`config.mk`:
```
export PLATFORM = sky130hd
export DESIGN_NAME = wildcard_byte_pattern_scanner_flat
export DESIGN_NICKNAME = d
export VERILOG_FILES = /design/src/wbps_pkg.sv /design/src/wbps_ifs.sv /design/src/wbps_cfg_regs.sv /design/src/wbps_matcher.sv /design/src/wildcard_byte_pattern_scanner.sv /design/src/flat_wrapper.sv
export SDC_FILE = /design/constraint.sdc
export NUM_CORES = 1
export LEC_CHECK = 0
export BUFFER_PORTS_ARGS = -buffer_cell sky130_fd_sc_hd__buf_2
export CAP_MARGIN = 15
export CORE_ASPECT_RATIO = 1.4
export CORE_UTILIZATION = 55
export DETAILED_ROUTE_END_ITERATION = 7
export GPL_TIMING_DRIVEN = 0
export PLACE_DENSITY = 0.84
export SLEW_MARGIN = 10
export SYNTH_ARGS = -nofsm -noshare
export SYNTH_HDL_FRONTEND = slang
export SYNTH_HIERARCHICAL = 1
export SYNTH_SLANG_ARGS = --single-unit
```
`constraint.sdc`:
```
create_clock -name clk -period 6.5 [get_ports clk]
set_input_delay 1.3 -clock clk [delete_from_list [all_inputs] [get_ports clk]]
set_output_delay 1.3 -clock clk [all_outputs]
set_load 0.01 [all_outputs]
```
`src/wbps_pkg.sv`:
```
// Shared types and constants of the wildcard byte pattern scanner.
package wbps_pkg;

	localparam int PATTERN_MAX_DEF = 16;
	localparam int PAT_BYTES       = 16;
	localparam int LEN_W           = 5;
	localparam int ADDR_W          = 48;
	localparam int BYTE_W          = 8;
	localparam int APB_DATA_W      = 64;
	localparam int APB_ADDR_W      = 6;
	localparam int REG_ALIGN       = 3;
	localparam int REG_IDX_W       = APB_ADDR_W - REG_ALIGN;

	localparam logic [LEN_W-1:0]  PATTERN_LEN_RESET = LEN_W'(1);
	localparam logic [ADDR_W-1:0] ADDR_MAX          = '1;

	typedef enum logic [REG_IDX_W-1:0] {
		REG_PATTERN_LEN  = 3'd0,
		REG_PATTERN_LOW  = 3'd1,
		REG_PATTERN_HIGH = 3'd2,
		REG_WILDCARD     = 3'd3,
		REG_BASE_ADDRESS = 3'd4
	} reg_idx_t;

	typedef struct packed {
		logic [LEN_W-1:0]          pattern_len;
		logic [BYTE_W*PAT_BYTES-1:0] pattern;
		logic [PAT_BYTES-1:0]      wildcard_mask;
		logic [ADDR_W-1:0]         base_address;
	} cfg_t;

endpackage

```
`src/wbps_ifs.sv`:
```
// Valid/ready channel interfaces for the byte stream and the scan results.
interface wbps_byte_if;
	logic                       valid;
	logic                       ready;
	logic [wbps_pkg::BYTE_W-1:0] data_byte;
	logic                       last_byte;

	modport source (output valid, output data_byte, output last_byte, input ready);
	modport sink (input valid, input data_byte, input last_byte, output ready);
endinterface

interface wbps_result_if;
	logic                       valid;
	logic                       ready;
	logic                       match_found;
	logic [wbps_pkg::ADDR_W-1:0] match_address;
	logic                       region_done;

	modport source (output valid, output match_found, output match_address,
		output region_done, input ready);
	modport sink (input valid, input match_found, input match_address,
		input region_done, output ready);
endinterface

```
`src/wbps_cfg_regs.sv`:
```
// APB-style configuration register file of the scanner.
module wbps_cfg_regs (
	input  logic                                clk,
	input  logic                                arst_n,
	input  logic                                psel,
	input  logic                                penable,
	input  logic                                pwrite,
	input  logic [wbps_pkg::APB_ADDR_W-1:0]     paddr,
	input  logic [wbps_pkg::APB_DATA_W-1:0]     pwdata,
	output logic [wbps_pkg::APB_DATA_W-1:0]     prdata,
	output logic                                pready,
	output wbps_pkg::cfg_t                      cfg
);

	wbps_pkg::reg_idx_t reg_idx;
	wbps_pkg::cfg_t     cfg_q;
	logic               wr_en;

	assign reg_idx = wbps_pkg::reg_idx_t'(paddr[wbps_pkg::APB_ADDR_W-1:wbps_pkg::REG_ALIGN]);
	assign wr_en   = psel & penable & pwrite;
	assign pready  = 1'b1;
	assign cfg     = cfg_q;

	always_ff @(posedge clk or negedge arst_n) begin
		if (!arst_n) begin
			cfg_q.pattern_len   <= wbps_pkg::PATTERN_LEN_RESET;
			cfg_q.pattern       <= '0;
			cfg_q.wildcard_mask <= '0;
			cfg_q.base_address  <= '0;
		end else if (wr_en) begin
			case (reg_idx)
				wbps_pkg::REG_PATTERN_LEN: begin
					cfg_q.pattern_len <= pwdata[wbps_pkg::LEN_W-1:0];
				end
				wbps_pkg::REG_PATTERN_LOW: begin
					cfg_q.pattern[wbps_pkg::APB_DATA_W-1:0] <= pwdata;
				end
				wbps_pkg::REG_PATTERN_HIGH: begin
					cfg_q.pattern[2*wbps_pkg::APB_DATA_W-1:wbps_pkg::APB_DATA_W] <= pwdata;
				end
				wbps_pkg::REG_WILDCARD: begin
					cfg_q.wildcard_mask <= pwdata[wbps_pkg::PAT_BYTES-1:0];
				end
				wbps_pkg::REG_BASE_ADDRESS: begin
					cfg_q.base_address <= pwdata[wbps_pkg::ADDR_W-1:0];
				end
				default: begin
				end
			endcase
		end
	end

	always_comb begin
		case (reg_idx)
			wbps_pkg::REG_PATTERN_LEN: begin
				prdata = wbps_pkg::APB_DATA_W'(cfg_q.pattern_len);
			end
			wbps_pkg::REG_PATTERN_LOW: begin
				prdata = cfg_q.pattern[wbps_pkg::APB_DATA_W-1:0];
			end
			wbps_pkg::REG_PATTERN_HIGH: begin
				prdata = cfg_q.pattern[2*wbps_pkg::APB_DATA_W-1:wbps_pkg::APB_DATA_W];
			end
			wbps_pkg::REG_WILDCARD: begin
				prdata = wbps_pkg::APB_DATA_W'(cfg_q.wildcard_mask);
			end
			wbps_pkg::REG_BASE_ADDRESS: begin
				prdata = wbps_pkg::APB_DATA_W'(cfg_q.base_address);
			end
			default: begin
				prdata = '0;
			end
		endcase
	end

endmodule

```
`src/wbps_matcher.sv`:
```
// Byte history window and parallel wildcard compare against the pattern.
module wbps_matcher #(
	parameter int PATTERN_MAX = wbps_pkg::PATTERN_MAX_DEF
) (
	input  logic                                        clk,
	input  logic                                        arst_n,
	input  logic                                        shift_en,
	input  logic [wbps_pkg::BYTE_W-1:0]                 cur_byte,
	input  logic [wbps_pkg::BYTE_W*wbps_pkg::PAT_BYTES-1:0] pattern,
	input  logic [wbps_pkg::PAT_BYTES-1:0]              wildcard_mask,
	input  logic [wbps_pkg::LEN_W-1:0]                  len_eff,
	output logic                                        window_hit
);

	localparam int CAP = (PATTERN_MAX < wbps_pkg::PAT_BYTES) ? PATTERN_MAX
		: wbps_pkg::PAT_BYTES;
	localparam int WIN_DEPTH = CAP - 1;
	localparam int PI_W = $clog2(wbps_pkg::PAT_BYTES);

	logic [wbps_pkg::BYTE_W-1:0] window_q [WIN_DEPTH];
	logic [wbps_pkg::BYTE_W-1:0] tap [CAP];
	logic [wbps_pkg::LEN_W-1:0]  pat_idx [CAP];
	logic [CAP-1:0]              ok;

	// Most recent byte sits in entry zero.
	always_ff @(posedge clk or negedge arst_n) begin
		if (!arst_n) begin
			for (int k = 0; k < WIN_DEPTH; k++) begin
				window_q[k] <= '0;
			end
		end else if (shift_en) begin
			window_q[0] <= cur_byte;
			for (int k = 1; k < WIN_DEPTH; k++) begin
				window_q[k] <= window_q[k-1];
			end
		end
	end

	// Tap d is the byte d places back from the current one; it lines up with
	// pattern byte len_eff-1-d.
	for (genvar d = 0; d < CAP; d++) begin : g_tap
		if (d == 0) begin : g_cur
			assign tap[d] = cur_byte;
		end else begin : g_win
			assign tap[d] = window_q[d-1];
		end
		assign pat_idx[d] = len_eff - wbps_pkg::LEN_W'(d) - wbps_pkg::LEN_W'(1);
		assign ok[d] = (wbps_pkg::LEN_W'(d) >= len_eff)
			|| wildcard_mask[pat_idx[d][PI_W-1:0]]
			|| (tap[d] == pattern[{pat_idx[d][PI_W-1:0], 3'b000} +: wbps_pkg::BYTE_W]);
	end

	assign window_hit = &ok;

endmodule

```
`src/wildcard_byte_pattern_scanner.sv`:
```
// Top level of the wildcard byte pattern scanner.
//
//  Channel      Direction  Handshake            Payload
//  byte_stream  in         valid/ready          data_byte[7:0], last_byte
//  scan_result  out        valid/ready          match_found, match_address[47:0],
//                                               region_done
//  config       in         APB-style psel/pen   paddr[5:0], pwdata/prdata[63:0]
//
// One byte request is taken every cycle while the result side keeps up. A
// result is offered once its byte has passed three registers (input, compare,
// address add), the first of which is loaded at the edge that accepts the byte.
// Reset clears the pipeline, the position counter and the byte window and
// loads the configuration defaults (pattern length one, everything else zero).
// A stall on scan_result backs up through the stages one at a time, so the
// input is still taken while empty stages remain ahead of it.
module wildcard_byte_pattern_scanner #(
	parameter int PATTERN_MAX = wbps_pkg::PATTERN_MAX_DEF
) (
	input  logic                            clk,
	input  logic                            arst_n,
	wbps_byte_if.sink                       byte_stream,
	wbps_result_if.source                   scan_result,
	input  logic                            psel,
	input  logic                            penable,
	input  logic                            pwrite,
	input  logic [wbps_pkg::APB_ADDR_W-1:0] paddr,
	input  logic [wbps_pkg::APB_DATA_W-1:0] pwdata,
	output logic [wbps_pkg::APB_DATA_W-1:0] prdata,
	output logic                            pready
);

	// Longest pattern the hardware can hold.
	localparam int CAP = (PATTERN_MAX < wbps_pkg::PAT_BYTES) ? PATTERN_MAX
		: wbps_pkg::PAT_BYTES;

	wbps_pkg::cfg_t cfg;

	logic [wbps_pkg::LEN_W-1:0]  len_eff;
	logic [wbps_pkg::ADDR_W-1:0] len_wide;

	// Position counter, counting bytes of the current region.
	logic [wbps_pkg::ADDR_W-1:0] pos_q;
	logic [wbps_pkg::ADDR_W-1:0] count_next;
	logic                        in_acc;

	// Stage 1: accepted byte.
	logic                        valid_s1;
	logic [wbps_pkg::BYTE_W-1:0] byte_s1;
	logic                        last_s1;
	logic [wbps_pkg::ADDR_W-1:0] count_s1;

	// Stage 2: compare result and start offset.
	logic                        valid_s2;
	logic                        hit_s2;
	logic                        last_s2;
	logic [wbps_pkg::ADDR_W-1:0] offset_s2;

	// Stage 3: the result register.
	logic                        valid_s3;
	logic                        match_s3;
	logic [wbps_pkg::ADDR_W-1:0] address_s3;
	logic                        done_s3;

	logic                        window_hit;
	logic                        hit_s1;
	logic [wbps_pkg::ADDR_W-1:0] offset_s1;
	logic                        out_free;
	logic                        s2_free;
	logic                        s1_go;

	wbps_cfg_regs u_cfg_regs (
		.clk     (clk),
		.arst_n  (arst_n),
		.psel    (psel),
		.penable (penable),
		.pwrite  (pwrite),
		.paddr   (paddr),
		.pwdata  (pwdata),
		.prdata  (prdata),
		.pready  (pready),
		.cfg     (cfg)
	);

	// A length of zero acts as one; anything beyond the window is clamped.
	always_comb begin
		if (cfg.pattern_len == '0) begin
			len_eff = wbps_pkg::LEN_W'(1);
		end else if (cfg.pattern_len > wbps_pkg::LEN_W'(CAP)) begin
			len_eff = wbps_pkg::LEN_W'(CAP);
		end else begin
			len_eff = cfg.pattern_len;
		end
	end

	assign len_wide = wbps_pkg::ADDR_W'(len_eff);

	// Handshake chain: each stage moves on when the one after it is empty or
	// emptying in the same cycle.
	assign out_free          = !valid_s3 || scan_result.ready;
	assign s2_free           = !valid_s2 || out_free;
	assign s1_go             = valid_s1 && s2_free;
	assign byte_stream.ready = !valid_s1 || s2_free;
	assign in_acc            = byte_stream.valid && byte_stream.ready;

	// The count saturates at the top of the address range.
	assign count_next = (pos_q != wbps_pkg::ADDR_MAX) ? pos_q + wbps_pkg::ADDR_W'(1)
		: wbps_pkg::ADDR_MAX;

	always_ff @(posedge clk or negedge arst_n) begin
		if (!arst_n) begin
			pos_q    <= '0;
			valid_s1 <= 1'b0;
		end else begin
			if (in_acc) begin
				pos_q <= byte_stream.last_byte ? '0 : count_next;
			end
			if (in_acc) begin
				valid_s1 <= 1'b1;
			end else if (s1_go) begin
				valid_s1 <= 1'b0;
			end
		end
	end

	always_ff @(posedge clk) begin
		if (in_acc) begin
			byte_s1  <= byte_stream.data_byte;
			last_s1  <= byte_stream.last_byte;
			count_s1 <= count_next;
		end
	end

	// The window shifts as each byte leaves stage 1, so the compare always
	// sees exactly the bytes that came before the one in stage 1.
	wbps_matcher #(
		.PATTERN_MAX (PATTERN_MAX)
	) u_matcher (
		.clk           (clk),
		.arst_n        (arst_n),
		.shift_en      (s1_go),
		.cur_byte      (byte_s1),
		.pattern       (cfg.pattern),
		.wildcard_mask (cfg.wildcard_mask),
		.len_eff       (len_eff),
		.window_hit    (window_hit)
	);

	// Window bytes left over from an earlier region never count, because a
	// match needs at least len_eff bytes of the current region.
	assign offset_s1 = count_s1 - len_wide;
	assign hit_s1    = (count_s1 >= len_wide) && window_hit;

	always_ff @(posedge clk or negedge arst_n) begin
		if (!arst_n) begin
			valid_s2 <= 1'b0;
		end else if (s1_go) begin
			valid_s2 <= hit_s1 || last_s1;
		end else if (out_free) begin
			valid_s2 <= 1'b0;
		end
	end

	always_ff @(posedge clk) begin
		if (s1_go) begin
			hit_s2    <= hit_s1;
			last_s2   <= last_s1;
			offset_s2 <= offset_s1;
		end
	end

	always_ff @(posedge clk or negedge arst_n) begin
		if (!arst_n) begin
			valid_s3 <= 1'b0;
		end else if (valid_s2 && out_free) begin
			valid_s3 <= 1'b1;
		end else if (scan_result.ready) begin
			valid_s3 <= 1'b0;
		end
	end

	// The address wraps modulo the address width; with no match it reads zero.
	always_ff @(posedge clk) begin
		if (valid_s2 && out_free) begin
			match_s3   <= hit_s2;
			address_s3 <= hit_s2 ? cfg.base_address + offset_s2 : '0;
			done_s3    <= last_s2;
		end
	end

	assign scan_result.valid         = valid_s3;
	assign scan_result.match_found   = match_s3;
	assign scan_result.match_address = address_s3;
	assign scan_result.region_done   = done_s3;

endmodule
```
`src/flat_wrapper.sv`:
```
// flat-port wrapper written by rule: the top's interface ports become plain ports
module wildcard_byte_pattern_scanner_flat 
#(
	parameter int PATTERN_MAX = wbps_pkg::PATTERN_MAX_DEF
)
  (clk, arst_n, psel, penable, pwrite, paddr, pwdata, prdata, pready, byte_stream_valid, byte_stream_data_byte, byte_stream_last_byte, byte_stream_ready, scan_result_valid, scan_result_match_found, scan_result_match_address, scan_result_region_done, scan_result_ready);
  wbps_byte_if byte_stream_i ();
  wbps_result_if scan_result_i ();
  input  logic clk;
  input  logic arst_n;
  input  logic psel;
  input  logic penable;
  input  logic pwrite;
  input  logic [wbps_pkg::APB_ADDR_W-1:0] paddr;
  input  logic [wbps_pkg::APB_DATA_W-1:0] pwdata;
  output logic [wbps_pkg::APB_DATA_W-1:0] prdata;
  output logic pready;
  input wire logic [$bits(byte_stream_i.valid)-1:0] byte_stream_valid;
  input wire logic [$bits(byte_stream_i.data_byte)-1:0] byte_stream_data_byte;
  input wire logic [$bits(byte_stream_i.last_byte)-1:0] byte_stream_last_byte;
  output wire logic [$bits(byte_stream_i.ready)-1:0] byte_stream_ready;
  output wire logic [$bits(scan_result_i.valid)-1:0] scan_result_valid;
  output wire logic [$bits(scan_result_i.match_found)-1:0] scan_result_match_found;
  output wire logic [$bits(scan_result_i.match_address)-1:0] scan_result_match_address;
  output wire logic [$bits(scan_result_i.region_done)-1:0] scan_result_region_done;
  input wire logic [$bits(scan_result_i.ready)-1:0] scan_result_ready;
  assign byte_stream_i.valid = byte_stream_valid;
  assign byte_stream_i.data_byte = byte_stream_data_byte;
  assign byte_stream_i.last_byte = byte_stream_last_byte;
  assign byte_stream_ready = byte_stream_i.ready;
  assign scan_result_valid = scan_result_i.valid;
  assign scan_result_match_found = scan_result_i.match_found;
  assign scan_result_match_address = scan_result_i.match_address;
  assign scan_result_region_done = scan_result_i.region_done;
  assign scan_result_i.ready = scan_result_ready;
  wildcard_byte_pattern_scanner #(.PATTERN_MAX(PATTERN_MAX)) u_core (.clk(clk), .arst_n(arst_n), .byte_stream(byte_stream_i), .scan_result(scan_result_i), .psel(psel), .penable(penable), .pwrite(pwrite), .paddr(paddr), .pwdata(pwdata), .prdata(prdata), .pready(pready));
endmodule
```
==> run summary <==
Core footprint: 64,550 um2
Total routing usage reported by global routing: 0.4361
Clock slew at the register clock pins of the worst setup and hold paths: 0.06 ns
Minimum clock period after layout: 6.488 ns
Post-detailed-routing wire length: 143.4 mm
Average wire per standard cell: 34.50 um
Pin count of the biggest net entering global routing: 109
Total Neg Setup Slack: 0 ns
Wire length of the first global-routing pass: 205.6 mm
CTS Buf Count: 52
Hold Buf Count CTS: 0
Run status: finished, final reports clean
Routed vias/inst: 7.150
HPWL after DPL: 111.5 mm
Worst-skew pair later-pin latency: 0.66 ns
Horizontal die dimension: 218.3 um
Crit-path max cell delay: 0.55 ns
YS warnings: 6
Cell Pwr Density: 428.6 nW/um2
I/O pins: 203
Slew at the pin with the worst max-slew slack: 1.147 ns
Port buffer count: 198
Total instance count after detailed placement: 4,034
Net count after synthesis: 3,142
Fin cells: 4,157
Multi-input gate area: 21,270 um2
Fin Hold WS: 0.4464 ns
Worst Path Required: 7.08 ns
Highest fanout seen on the critical path: 11
Post-synthesis sequential element count: 525
Via count of the first global-routing pass: 29,670
Fraction of registers with async set/reset: 0.7010
Site Rows: 110
Critical path endpoint category: flip-flop
Initial drt markers: 3,314
Number of enable-type register cells in the synthesized netlist: 157
Max IR drop VDD: 369.9 uV
Classification of the worst-slack hold path: flip-flop to flip-flop
Number of search-and-repair iterations in the first detailed-routing pass: 6
Switching power summed over all nets: 7.571 mW
Max-cap violations: 0
Share of final-layout standard cells stronger than drive strength 1: 0.2682
Switching power share of the total: 0.4335
Layout Skew: 0.01654 ns
Instance area at placement: 38,300 um2
Area overhead of the layout relative to synthesis: 13.11%
Clock tree buffer depth: 3
Number of antenna violations at the first check in global routing: 17
Max-slew violation count: 0
Vias: 29,720
Antenna-violating nets left: 0
Final number of setup-violating endpoints: 0
Sequential area share after synthesis: 0.3865
RSZ-0062 raised after global routing: false
Pint: 9.895 mW
Max-Slew Margin vs Limit: 0.2351
Sequential fraction of design power: 0.301
Clock network power share: 0.187
Cell breakdown of the critical path: inv_1, nand2_1, inv_1, buf_2, inv_1, clkbuf_1, ha_4, clkbuf_4, clkbuf_4, mux2i_1, xnor2_1, nand4_1, nor2_1, o32ai_1, or4_4, nor3_4, inv_1, a31oi_4, buf_12, o21ai_0, nand2_1
Cell count after synthesis: 2,987
Area taken by flip-flops and latches: 13,920 um2
Endpoints failing hold: 0
Cell chosen for the clock root: clkbuf_16
Crit-path slowest cell: ha_4
Predominant post-synthesis flop cell: dfrtp_1
Kind of critical path: flip-flop to flip-flop
Total gr overflow: 0
WP data arrival: 7.07 ns
Synthesized cell area: 36,030 um2
Crit-path most repeated cell: inv_1
Portion of the clock cycle consumed by the worst path in the final layout: 0.9982
Total number of clock tree sinks: 525
Logic pwr share: 0.512
TritonCTS clock tree: built
DRC violation count after routing: 0
Cell variety after synth: 90
Overall die area: 66,550 um2
Fill count: 4,997
Vertical extent of the die: 304.8 um
H-Tree Depth: 2
Initial core utilization: 0.5581
Routability-driven placement congestion ratio: 1.101
Average size of a mapped cell: 12.06 um2
Post-route design area: 40,750 um2
Worst setup SP type: flip-flop
Count of nets after finishing: 3,415
Timing-limited maximum frequency: 154.1 MHz
Leakage Power: 16.94 nW
==> path summary, 6_finish.rpt <==
| path | start | end | slack, ns | depth (start not counted) |
|---|---|---|---|---|
| worst max-delay path | u_core/u_cfg_regs/cfg[196] | u_core/valid_s2 | 0.01 | 21 |
| max in group asynchronous | arst_n | u_core/u_cfg_regs/cfg[56] | 4.44 | 3 |
| worst min-delay path | u_core/last_s2 | u_core/scan_result.region_done | 0.45 | 0 |
| min in group asynchronous | arst_n | u_core/u_matcher/tap[78] | 0.59 | 1 |
| worst max register to register | u_core/u_cfg_regs/cfg[196] | u_core/valid_s2 | 0.01 | 21 |
| worst min register to register | u_core/last_s2 | u_core/scan_result.region_done | 0.45 | 0 |
==> kinds of logic (layout without fill, tap and decap cells) <==
group / count (synthesis) / after routing / synth area share
fa+ha+maj: 69 / 69 / 0.02438
flops: 525 / 525 / 0.3865
mux: 774 / 774 / 0.3155
xor+xnor: 254 / 254 / 0.06196
buf+inv: 249 / 566 / 0.03268
compound gates: 488 / 488 / 0.09068
simple gates: 627 / 627 / 0.08818
other cells: 1 / 14 / 0.0001041
==> worst max-delay path: cells and delay by family, from the launching register on <==
family	cells	cell delay, ns
AOI/OAI and AO/OA	3	0.44
xor gates and xnor gates	1	0.23
adders and majority gates	1	0.55
buffers and inverters	9	2.82
DFF	1	0.46
muxes	1	0.28
and+or+nand+nor	6	1.59
==> sequential cells by signal (all words and copies together), names as in the netlist <==
register and cells:
u_core/last_s1 1, u_core/byte_s1 8, u_core/scan_result.valid 1, u_core/scan_result.match_found 1
u_core/u_matcher/tap 120, u_core/valid_s2 1, u_core/scan_result.region_done 1, u_core/u_cfg_regs/cfg 197
u_core/last_s2 1, u_core/pos_q 48, u_core/hit_s2 1, u_core/offset_s2 48
u_core/valid_s1 1, u_core/count_s1 48, u_core/scan_result.match_address 48
==> cell usage after synthesis (87+ instances only) <==
| library cell | n | share of area |
|---|---|---|
| mux2_1 | 202 | 0.063 |
| clkbuf_1 | 87 | 0.0091 |
| mux4_2 | 256 | 0.16 |
| xnor2_1 | 137 | 0.033 |
| nor2_1 | 132 | 0.014 |
| nand2_1 | 192 | 0.020 |
| xor2_1 | 116 | 0.028 |
| mux2i_1 | 185 | 0.051 |
| edfxtp_1 | 157 | 0.13 |
| mux2_2 | 131 | 0.041 |
| dfrtp_1 | 367 | 0.25 |
| a21oi_1 | 108 | 0.015 |
==> timing repair <==
item | 4_1_cts | 5_1_grt
setup endpoints to repair | 2 | 2
endpoints found under the hold margin | 0 | 0
pin swaps | 6 | 7
resized for setup | 95 | 34
buffers inserted | 5 | 11
==> power by group through the flow <==
stage          sequential, mW  combinational, mW  clock (mW)
6_report                 5.26               8.95        3.26
5_1_grt                  5.31               9.14        3.41
4_1_cts                  5.16               8.50        3.28
3_5_place_dp             5.22               8.17           0
3_3_place_gp             5.20               8.02           0
2_1_floorplan            4.73               5.64           0
==> through the flow <==
| stage | util | worst slack, ns | power, mW |
|---|---|---|---|
| CTS | 0.6278 | 0.002857 | 16.95 |
| floorplan | - | 0.9891 | 10.37 |
| global route | 0.6308 | 0.02485 | 17.86 |
| finish | 0.6313 | 0.01154 | 17.47 |
| detailed placement | 0.5934 | -3.553 | 13.39 |
| global placement | 0.5898 | -4.016 | 13.22 |
==> layout by cell type, fill, tap and decap left out, types with 37 or more instances in the layout <==
cell type,synthesis,routed
inv_1,42,38
xnor2_1,137,134
dfrtp_1,367,367
edfxtp_1,157,157
o21ai_0,82,81
a22oi_1,50,50
mux2i_1,185,176
nand2_1,192,192
nor3_1,38,37
ha_1,67,64
xor2_1,116,113
mux2_2,131,131
clkbuf_1,87,83
a21oi_1,108,108
clkbuf_16,0,54
mux2_1,202,202
mux4_2,256,256
nor2_1,132,130
nand3_1,48,48
buf_2,65,255
nand4_1,44,44
==> final cells by class <==
type	instances	share of cell area
diodes	13	0.0007983
plain buffers	198	0.02791
multi-input cells	2213	0.5219
repair buffers	225	0.03285
inverters	45	0.004422
clock buffers	72	0.03589
well taps	840	0.02579
clock inverters	26	0.008720
flip-flops and latches	525	0.3417
==> layer usage <==
metal  global-route usage  up-vias  share of wire
met2               0.6978     2116           0.47
li1                     -    12080              -
met1               0.4455    14670           0.31
met4               0.4443       12           0.13
met3               0.1221      837          0.096
met5                    0        -        0.00056
Note: power is estimated with default switching activity, not from simulation.
